--- src/rtl/core/fixed_width_radix_formatter_defines.svh ---
// Assertion macros shared by the fixed-width radix formatter RTL.
`ifndef FIXED_WIDTH_RADIX_FORMATTER_DEFINES_SVH
`define FIXED_WIDTH_RADIX_FORMATTER_DEFINES_SVH

// Same-cycle implication, checked outside reset.
`define FWRF_ASSERT_IMP(label, clk, rst_n, ante, cons) \
	label: assert property (@(posedge clk) disable iff (!rst_n) (ante) |-> (cons)) \
		else $error("fwrf: same-cycle implication failed");

// Next-cycle implication, checked outside reset.
`define FWRF_ASSERT_NXT(label, clk, rst_n, ante, cons) \
	label: assert property (@(posedge clk) disable iff (!rst_n) (ante) |=> (cons)) \
		else $error("fwrf: next-cycle implication failed");

`endif

--- src/rtl/core/fwrf_pkg.sv ---
// Shared constants, types and the glyph function of the radix formatter.
package fwrf_pkg;

	localparam int unsigned DEF_VALUE_WIDTH = 32;
	localparam int unsigned DEF_MAX_DIGITS  = 32;
	localparam int unsigned CHUNK_W         = 8;
	localparam int unsigned RADIX_W         = 5;
	localparam int unsigned COUNT_W         = 6;
	localparam int unsigned DIGIT_W         = 4;
	localparam int unsigned CHAR_W          = 7;
	localparam int unsigned REG_W           = 32;
	localparam int unsigned PADDR_W         = 3;

	localparam logic [RADIX_W-1:0] RADIX_RESET = 5'd10;
	localparam logic [RADIX_W-1:0] RADIX_MIN   = 5'd2;
	localparam logic [RADIX_W-1:0] RADIX_MAX   = 5'd16;
	localparam logic [COUNT_W-1:0] COUNT_RESET = 6'd10;

	typedef enum logic [0:0] {
		REG_RADIX = 1'b0,
		REG_COUNT = 1'b1
	} reg_idx_t;

	typedef struct packed {
		logic load;
		logic step;
		logic first;
		logic zero;
		logic write;
	} cmd_t;

	typedef struct packed {
		logic num_zero;
	} sts_t;

	// Digits 0 to 9 become '0' to '9', 10 to 15 become 'A' to 'F'.
	function automatic logic [CHAR_W-1:0] glyph(input logic [DIGIT_W-1:0] d);
		logic [CHAR_W-1:0] c;
		if (d < 4'd10) begin
			c = 7'h30 + {3'b000, d};
		end else begin
			c = 7'h37 + {3'b000, d};
		end
		return c;
	endfunction

endpackage

--- src/rtl/core/fwrf_ram.sv ---
// Generic single-write, single-read RAM with a registered read port.
module fwrf_ram #(
	parameter int unsigned WIDTH = fwrf_pkg::DIGIT_W,
	parameter int unsigned DEPTH = fwrf_pkg::DEF_MAX_DIGITS,
	parameter int unsigned AW    = (DEPTH > 1) ? $clog2(DEPTH) : 1
) (
	input  logic             clk,
	input  logic             we,
	input  logic [AW-1:0]    waddr,
	input  logic [WIDTH-1:0] wdata,
	input  logic             re,
	input  logic [AW-1:0]    raddr,
	output logic [WIDTH-1:0] rdata
);

	logic [WIDTH-1:0] mem [DEPTH];

	always_ff @(posedge clk) begin
		if (we) begin
			mem[waddr] <= wdata;
		end
		if (re) begin
			rdata <= mem[raddr];
		end
	end

endmodule

--- src/rtl/core/fwrf_regs.sv ---
// Configuration registers of the radix formatter and their effective values.
module fwrf_regs #(
	parameter int unsigned MAX_DIGITS = fwrf_pkg::DEF_MAX_DIGITS,
	parameter int unsigned AW         = (MAX_DIGITS > 1) ? $clog2(MAX_DIGITS) : 1
) (
	input  logic                             clk,
	input  logic                             arst_n,
	input  logic                             psel,
	input  logic                             penable,
	input  logic                             pwrite,
	input  logic [fwrf_pkg::PADDR_W-1:0]     paddr,
	input  logic [fwrf_pkg::REG_W-1:0]       pwdata,
	output logic [fwrf_pkg::REG_W-1:0]       prdata,
	output logic                             pready,
	output logic [fwrf_pkg::RADIX_W-1:0]     eff_radix,
	output logic [AW-1:0]                    last_idx
);

	localparam int unsigned CW1 = fwrf_pkg::COUNT_W + 1;

	logic [fwrf_pkg::RADIX_W-1:0] radix_q;
	logic [fwrf_pkg::COUNT_W-1:0] count_q;
	logic [CW1-1:0]               cnt;
	fwrf_pkg::reg_idx_t           idx;

	assign pready = 1'b1;
	assign idx    = fwrf_pkg::reg_idx_t'(paddr[2]);

	always_ff @(posedge clk or negedge arst_n) begin
		if (!arst_n) begin
			radix_q <= fwrf_pkg::RADIX_RESET;
			count_q <= fwrf_pkg::COUNT_RESET;
		end else if (psel && penable && pwrite && pready) begin
			unique case (idx)
				fwrf_pkg::REG_RADIX: radix_q <= pwdata[fwrf_pkg::RADIX_W-1:0];
				fwrf_pkg::REG_COUNT: count_q <= pwdata[fwrf_pkg::COUNT_W-1:0];
				default: ;
			endcase
		end
	end

	always_comb begin
		unique case (idx)
			fwrf_pkg::REG_RADIX: prdata = fwrf_pkg::REG_W'(radix_q);
			fwrf_pkg::REG_COUNT: prdata = fwrf_pkg::REG_W'(count_q);
			default:             prdata = '0;
		endcase
	end

	// Out-of-range bases saturate to the nearest legal one.
	always_comb begin
		if (radix_q < fwrf_pkg::RADIX_MIN) begin
			eff_radix = fwrf_pkg::RADIX_MIN;
		end else if (radix_q > fwrf_pkg::RADIX_MAX) begin
			eff_radix = fwrf_pkg::RADIX_MAX;
		end else begin
			eff_radix = radix_q;
		end
	end

	// A count of zero emits one character; counts above the store depth are clipped.
	always_comb begin
		cnt = CW1'(count_q);
		if (cnt == '0) begin
			cnt = CW1'(1);
		end else if (cnt > CW1'(MAX_DIGITS)) begin
			cnt = CW1'(MAX_DIGITS);
		end
		last_idx = AW'(cnt - CW1'(1));
	end

endmodule

--- src/rtl/core/fwrf_dpath.sv ---
// Datapath: the value register and a divider that retires eight bits per cycle.
module fwrf_dpath #(
	parameter int unsigned VALUE_WIDTH = fwrf_pkg::DEF_VALUE_WIDTH,
	parameter int unsigned NCHUNK      = (VALUE_WIDTH + fwrf_pkg::CHUNK_W - 1) / fwrf_pkg::CHUNK_W,
	parameter int unsigned PW          = NCHUNK * fwrf_pkg::CHUNK_W
) (
	input  logic                         clk,
	input  fwrf_pkg::cmd_t               cmd,
	input  logic [VALUE_WIDTH-1:0]       value,
	input  logic [fwrf_pkg::RADIX_W-1:0] radix,
	output fwrf_pkg::sts_t               sts,
	output logic [fwrf_pkg::DIGIT_W-1:0] wdata
);

	localparam int unsigned CK = fwrf_pkg::CHUNK_W;
	localparam int unsigned RW = fwrf_pkg::RADIX_W;

	logic [PW-1:0] num_q;
	logic [PW-1:0] num_rot;
	logic [RW-1:0] base_q;
	logic [RW-1:0] rem_q;
	logic [RW-1:0] rem_next;
	logic [CK-1:0] quo;

	// Long division of the top chunk, one quotient bit per step.
	always_comb begin
		logic [CK-1:0] top;
		logic [RW-1:0] r;
		logic [RW:0]   t;
		top = num_q[PW-1 -: CK];
		r   = cmd.first ? '0 : rem_q;
		quo = '0;
		for (int i = CK - 1; i >= 0; i--) begin
			t = {r, top[i]};
			if (t >= {1'b0, base_q}) begin
				t      = t - {1'b0, base_q};
				quo[i] = 1'b1;
			end
			r = t[RW-1:0];
		end
		rem_next = r;
	end

	// The quotient chunk enters at the bottom, so after a full pass the
	// register holds the whole quotient in place.
	generate
		if (PW > CK) begin : g_rot
			assign num_rot = {num_q[PW-CK-1:0], quo};
		end else begin : g_one
			assign num_rot = quo;
		end
	endgenerate

	always_ff @(posedge clk) begin
		if (cmd.load) begin
			num_q  <= PW'(value);
			base_q <= radix;
		end else if (cmd.step) begin
			num_q <= num_rot;
			rem_q <= rem_next;
		end
	end

	assign sts.num_zero = (num_q == '0);
	assign wdata        = cmd.zero ? '0 : rem_next[fwrf_pkg::DIGIT_W-1:0];

endmodule

--- src/rtl/core/fwrf_ctrl.sv ---
// Controller: sequences load, digit extraction and character output.
`include "fixed_width_radix_formatter_defines.svh"
module fwrf_ctrl #(
	parameter int unsigned NCHUNK = 4,
	parameter int unsigned AW     = 5
) (
	input  logic           clk,
	input  logic           arst_n,
	input  logic           s_tvalid,
	output logic           s_tready,
	output logic           m_tvalid,
	input  logic           m_tready,
	output logic           m_tlast,
	input  logic [AW-1:0]  last_idx,
	input  fwrf_pkg::sts_t sts,
	output fwrf_pkg::cmd_t cmd,
	output logic [AW-1:0]  wr_addr,
	output logic           rd_en,
	output logic [AW-1:0]  rd_addr
);

	localparam int unsigned CW = (NCHUNK > 1) ? $clog2(NCHUNK) : 1;

	typedef enum logic [3:0] {
		ST_IDLE   = 4'b0001,
		ST_DIVIDE = 4'b0010,
		ST_FETCH  = 4'b0100,
		ST_SHOW   = 4'b1000
	} state_t;

	state_t        state_q;
	state_t        state_d;
	logic [CW-1:0] chunk_q;
	logic [AW-1:0] dig_q;
	logic [AW-1:0] rd_q;

	assign s_tready = (state_q == ST_IDLE);
	assign m_tvalid = (state_q == ST_SHOW);
	assign m_tlast  = (rd_q == '0);
	assign wr_addr  = dig_q;

	always_comb begin
		state_d = state_q;
		cmd     = '0;
		rd_en   = 1'b0;
		rd_addr = rd_q - AW'(1);
		unique case (state_q)
			ST_IDLE: begin
				if (s_tvalid) begin
					cmd.load = 1'b1;
					state_d  = ST_DIVIDE;
				end
			end
			ST_DIVIDE: begin
				// Once the quotient is zero every further digit is zero.
				if ((chunk_q == '0) && sts.num_zero) begin
					cmd.zero  = 1'b1;
					cmd.write = 1'b1;
				end else begin
					cmd.step  = 1'b1;
					cmd.first = (chunk_q == '0);
					cmd.write = (chunk_q == CW'(NCHUNK - 1));
				end
				if (cmd.write && (dig_q == last_idx)) begin
					state_d = ST_FETCH;
				end
			end
			ST_FETCH: begin
				rd_en   = 1'b1;
				rd_addr = last_idx;
				state_d = ST_SHOW;
			end
			ST_SHOW: begin
				if (m_tready) begin
					if (rd_q == '0) begin
						state_d = ST_IDLE;
					end else begin
						rd_en = 1'b1;
					end
				end
			end
			default: state_d = ST_IDLE;
		endcase
	end

	always_ff @(posedge clk or negedge arst_n) begin
		if (!arst_n) begin
			state_q <= ST_IDLE;
			chunk_q <= '0;
			dig_q   <= '0;
			rd_q    <= '0;
		end else begin
			state_q <= state_d;
			if (cmd.load) begin
				chunk_q <= '0;
				dig_q   <= '0;
			end else if (cmd.write) begin
				chunk_q <= '0;
				dig_q   <= dig_q + AW'(1);
			end else if (cmd.step) begin
				chunk_q <= chunk_q + CW'(1);
			end
			if (rd_en) begin
				rd_q <= rd_addr;
			end
		end
	end

	`FWRF_ASSERT_IMP(a_write_in_divide, clk, arst_n, cmd.write, state_q == ST_DIVIDE)
	`FWRF_ASSERT_NXT(a_accept_divides, clk, arst_n, s_tvalid && s_tready, state_q == ST_DIVIDE)
	`FWRF_ASSERT_NXT(a_last_frees_input, clk, arst_n, m_tvalid && m_tready && m_tlast, s_tready)
	`FWRF_ASSERT_NXT(a_stall_holds_ptr, clk, arst_n, m_tvalid && !m_tready, $stable(rd_q) && m_tvalid)

endmodule

--- src/rtl/core/fixed_width_radix_formatter.sv ---
// Top level of the fixed-width radix formatter: registers, controller, datapath, digit store.
//
//   Channel  Kind         Item / register
//   s_*      stream in    one unsigned value per item
//   m_*      stream out   one ASCII character per item, tlast on the final one
//   p*       APB          radix at 0x0, digit_count at 0x4
//
// Sequence: an item is taken, then each digit takes one pass of the eight-bit-per-cycle
// divider over the ceil(VALUE_WIDTH/8) chunks of the value (four at 32 bits), or a single
// zero write once the remaining quotient is zero. The first digit is then fetched from
// the digit store, and one character leaves per cycle while m_tready is high.
// The input is taken only when the previous value's characters have all gone.
// Reset is asynchronous and active low; it restores radix 10 and digit_count 10.
// A stall on the output holds the shown character and the read pointer.
module fixed_width_radix_formatter #(
	parameter int unsigned VALUE_WIDTH = fwrf_pkg::DEF_VALUE_WIDTH,
	parameter int unsigned MAX_DIGITS  = fwrf_pkg::DEF_MAX_DIGITS
) (
	input  logic                             clk,
	input  logic                             arst_n,
	// Input stream: tdata holds value from bit 0 up, zero padded to whole bytes.
	input  logic                             s_tvalid,
	output logic                             s_tready,
	input  logic [((VALUE_WIDTH + 7) / 8) * 8 - 1:0] s_tdata,
	// Output stream: tdata holds character in bits 6:0, bit 7 is zero.
	output logic                             m_tvalid,
	input  logic                             m_tready,
	output logic [7:0]                       m_tdata,
	output logic                             m_tlast,
	// Configuration port.
	input  logic                             psel,
	input  logic                             penable,
	input  logic                             pwrite,
	input  logic [fwrf_pkg::PADDR_W-1:0]     paddr,
	input  logic [fwrf_pkg::REG_W-1:0]       pwdata,
	output logic [fwrf_pkg::REG_W-1:0]       prdata,
	output logic                             pready
);

	// The divider consumes the value in eight-bit chunks.
	localparam int unsigned NCHUNK = (VALUE_WIDTH + fwrf_pkg::CHUNK_W - 1) / fwrf_pkg::CHUNK_W;
	localparam int unsigned PW     = NCHUNK * fwrf_pkg::CHUNK_W;
	localparam int unsigned AW     = (MAX_DIGITS > 1) ? $clog2(MAX_DIGITS) : 1;

	logic [fwrf_pkg::RADIX_W-1:0] eff_radix;
	logic [AW-1:0]                last_idx;
	fwrf_pkg::cmd_t               cmd;
	fwrf_pkg::sts_t               sts;
	logic [AW-1:0]                wr_addr;
	logic [AW-1:0]                rd_addr;
	logic                         rd_en;
	logic [fwrf_pkg::DIGIT_W-1:0] wdata;
	logic [fwrf_pkg::DIGIT_W-1:0] rdata;

	// The user must make configuration writes only while the block is idle; the block does not
	// enforce it. The effective radix and count are used straight from the registers.
	fwrf_regs #(
		.MAX_DIGITS (MAX_DIGITS),
		.AW         (AW)
	) u_regs (
		.clk       (clk),
		.arst_n    (arst_n),
		.psel      (psel),
		.penable   (penable),
		.pwrite    (pwrite),
		.paddr     (paddr),
		.pwdata    (pwdata),
		.prdata    (prdata),
		.pready    (pready),
		.eff_radix (eff_radix),
		.last_idx  (last_idx)
	);

	fwrf_ctrl #(
		.NCHUNK (NCHUNK),
		.AW     (AW)
	) u_ctrl (
		.clk      (clk),
		.arst_n   (arst_n),
		.s_tvalid (s_tvalid),
		.s_tready (s_tready),
		.m_tvalid (m_tvalid),
		.m_tready (m_tready),
		.m_tlast  (m_tlast),
		.last_idx (last_idx),
		.sts      (sts),
		.cmd      (cmd),
		.wr_addr  (wr_addr),
		.rd_en    (rd_en),
		.rd_addr  (rd_addr)
	);

	// Bits of the input above VALUE_WIDTH are padding and are not used.
	fwrf_dpath #(
		.VALUE_WIDTH (VALUE_WIDTH),
		.NCHUNK      (NCHUNK),
		.PW          (PW)
	) u_dpath (
		.clk   (clk),
		.cmd   (cmd),
		.value (s_tdata[VALUE_WIDTH-1:0]),
		.radix (eff_radix),
		.sts   (sts),
		.wdata (wdata)
	);

	// Digits are written least significant first at rising addresses and read
	// back from the top address downwards, which reverses their order.
	fwrf_ram #(
		.WIDTH (fwrf_pkg::DIGIT_W),
		.DEPTH (MAX_DIGITS),
		.AW    (AW)
	) u_store (
		.clk   (clk),
		.we    (cmd.write),
		.waddr (wr_addr),
		.wdata (wdata),
		.re    (rd_en),
		.raddr (rd_addr),
		.rdata (rdata)
	);

	// The registered read data stays put until the next read, so it is the
	// output register for the shown character.
	assign m_tdata = {1'b0, fwrf_pkg::glyph(rdata)};

endmodule

--- config.mk ---
export PLATFORM = sky130hd
export DESIGN_NAME = fixed_width_radix_formatter
export DESIGN_NICKNAME = d
export VERILOG_FILES = /design/src/rtl/core/fwrf_pkg.sv /design/src/rtl/core/fwrf_ram.sv /design/src/rtl/core/fwrf_regs.sv /design/src/rtl/core/fwrf_dpath.sv /design/src/rtl/core/fwrf_ctrl.sv /design/src/rtl/core/fixed_width_radix_formatter.sv
export VERILOG_INCLUDE_DIRS = /design/src /design/src/rtl/core
export SDC_FILE = /design/constraint.sdc
export NUM_CORES = 1
export LEC_CHECK = 0
export BUFFER_PORTS_ARGS = -buffer_cell sky130_fd_sc_hd__buf_2
export CAP_MARGIN = 20
export CORE_AREA = 2 2 146 148
export DETAILED_ROUTE_END_ITERATION = 10
export DIE_AREA = 0 0 148 150
export MAX_ROUTING_LAYER = met4
export PLACE_DENSITY = 0.78
export SLEW_MARGIN = 25
export SYNTH_ARGS = -nofsm -noshare
export SYNTH_HDL_FRONTEND = slang
export SYNTH_SLANG_ARGS = --single-unit
--- constraint.sdc ---
create_clock -name clk -period 19 [get_ports clk]
set_clock_uncertainty 0.2 [all_clocks]
set_input_delay 0.95 -clock clk [delete_from_list [all_inputs] [get_ports clk]]
set_output_delay 0.95 -clock clk [all_outputs]
set_load 0.1 [all_outputs]
==> metrics <==
outcome=complete, no violations; ys flop type=edfxtp_1; drt drc=0; grt met2 use=0.381; Worst EP required=roughly 19 ns; Sequential Area=5910 um2; Worst Path Buf+Inv=7; fmax=approximately 0.057 GHz; critical path's slowest cell=fa_1; Rows=53; area delta synth->final=12.6%; #FFs+latches synth=201; cts bufs inserted=21; worst slack, placed=~0.47 ns; flop2flop setup slack=between 1 and 1.5 ns; Crit path top cell by count=ha_1; worst skew pair latency=between 0.5 and 0.6 ns; hold_ws=approximately 0.26 ns; remaining antenna violation count=0; MaxCap Viol Count=0; # diodes=0; Reg2Reg Depth=75; Slew HR=0.412; Ports=between 100 and 150; Post-DP Area=roughly 12000 um2; clock sinks=between 200 and 250; most common cell after layout, fill and taps aside=edfxtp_1; H-tree level count=1; async set-reset flop share out of synthesis=0.134; first-pass GRT wire length=about 38 mm; gp weighted congestion=roughly 0.90; Post-Synthesis Cells=roughly 900; YS warnings=0; CORE AREA=a little over 20000 um2; setup bufs post-CTS=0; worst-path maximum fanout=32; Final Cell Area=around 13000 um2; Worst path depth=between 70 and 80; Setup crit end kind=flop; number of fill cells=1615; Multi-input gate area=slightly above 5000 um2; vias in the first global route=between 7000 and 8000; Iter 0 DRT Violations=just over 400; CP Launch Type=flop; width of the die=between 100 and 150 um; r2r startpoint=u_dpath.num_q[14]; largest net degree at the start of global routing=40; global-route layer with the greatest usage=met2; share of cells above drive strength 1=0.209; Via density=5.79; CTS tree=built; Final WS setup=around 1.4 ns; worst min path class=primary input to async pin; clk root buf=clkbuf_16; final setup fails=0; GRT met1 Usage=0.285; Slew @ Worst Pin=~0.87 ns; end of the critical path=u_store.mem[27][3]; die area=between 20000 and 25000 um2; initial antenna violation count=0; Clock Path Buffers=3; drt total wl=about 24 mm; clock slew at reported path FFs=roughly 0.06 ns; Avg Cell Area, Syn=between 10 and 15 um2; total grt overflow=0; most frequent cells in the layout=edfxtp_1, nand2_1, nor2_1, buf_2, ha_1; mapped cell area=roughly 11000 um2; drt first pass iters=4; Arrival @ worst endpoint=17.70 ns; Setup crit start=u_dpath.num_q[14]; initial core utilization=0.542; sequential area share after synthesis=0.527; crit path time final=17.62 ns; Die Height=roughly 150 um; Critical Path Max Stage Delay=between 0.4 and 0.5 ns; sum of net half-perimeters after detailed placement=roughly 17 mm; Layout Nets=around 1100; all-layer global routing usage=0.227; Hold Vio Cnt, Final=0; WL/cell=~19 um; setup tns final=0 ns; met3 Resource Use GR=0.0332; Slew Viols, Final=0; critical path type=flop to flop; Worst R2R End=u_store.mem[27][3]; input/output buffers=61; Post-synth EDFFs=~170; period utilization=0.927; delay-heaviest family, CP=compound AO/OA/AOI/OAI gates; Via Count=~7500; synth unique cells=79
==> per-layer routing <==
layer | up-vias | share of wire
met2 | 236 | 0.50
met3 | 53 | 0.055
met1 | 3650 | 0.41
met4 | 0 | 0.030
li1 | 3519 | -
met5 | - | 0
==> cell usage after synthesis, types with 11 or more instances <==
master,number,area share
o21ai_0,31,0.014
a21o_1,11,0.0074
mux4_2,32,0.064
xnor2_1,21,0.016
mux2i_1,16,0.014
clkbuf_1,19,0.0064
nor2b_1,12,0.0067
mux2_2,36,0.036
edfxtp_1,174,0.47
inv_1,47,0.016
xor2_1,12,0.0094
a21oi_1,39,0.017
nor4_1,11,0.0061
buf_4,28,0.019
nand2_1,126,0.042
ha_1,49,0.055
nor2_1,72,0.024
dfrtp_1,22,0.049
==> cell type report <==
type | count | area share
clock buffers | 25 | 0.0429
repair buffers | 75 | 0.0325
flip-flops and latches | 201 | 0.468
clock inverters | 12 | 0.0155
inverters | 48 | 0.0143
multi-input cells | 651 | 0.399
well taps | 275 | 0.0273
==> metrics by stage <==
| stage | cells | util |
|---|---|---|
| 4_1_cts | 1287 | 0.606 |
| 3_3_place_gp | 1250 | 0.571 |
| 6_report | 1287 | 0.610 |
| 5_1_grt | 1287 | 0.610 |
| 2_1_floorplan | 952 | - |
| 3_5_place_dp | 1250 | 0.571 |
==> worst min-delay path by stage <==
stage / cells after the start / endpoint / from / slack, ns
after floorplan: 2 / u_ctrl.rd_q[4] / u_ctrl.rd_q[4] / 0.26
after global placement: 2 / u_ctrl.rd_q[4] / u_ctrl.rd_q[4] / 0.29
after detailed placement: 2 / u_ctrl.rd_q[4] / u_ctrl.rd_q[4] / 0.30
after CTS: 1 / u_ctrl.chunk_q[0] / arst_n / 0.27
after global routing: 1 / u_ctrl.rd_q[4] / arst_n / 0.30
final: 1 / u_ctrl.chunk_q[0] / arst_n / 0.26
==> timing repair <==
| item | in CTS | in global routing |
|---|---|---|
| gates resized for setup | 0 | 13 |
| hold buffers | 0 | 0 |
| setup endpoints to repair | 0 | 134 |
==> cells by family after synthesis <==
| family | Yosys count | share of synthesized area |
|---|---|---|
| fa+ha+maj | 57 | 0.0690 |
| simple gates | 297 | 0.127 |
| buf+inv | 100 | 0.0442 |
| compound gates | 151 | 0.0903 |
| mux | 85 | 0.116 |
| other cells | 2 | 0.000670 |
| flops | 201 | 0.527 |
| xor+xnor | 33 | 0.0258 |
==> worst reg2reg max path: cells and delay by family, from the launching register on <==
kind / cells / cell delay [ns]
compound gates: 36 / 8.21
fa+ha+maj: 8 / 2.57
buf+inv: 7 / 0.81
flops: 1 / 0.42
mux: 5 / 1.42
simple gates: 19 / 3.77
==> sequential cells by signal (all words and copies together) (netlist names) <==
signal,cells
u_ctrl.chunk_q,2
u_ctrl.rd_q,5
u_ctrl.state_q,4
u_ctrl.wr_addr,5
u_dpath.base_q,5
u_dpath.num_q,32
u_dpath.rem_q,5
u_regs.count_q,6
u_regs.radix_q,5
u_store.mem,128
u_store.rdata,4
Power is not shown: default switching activity piles up to over one toggle a cycle in this logic, so the estimate is an artifact.
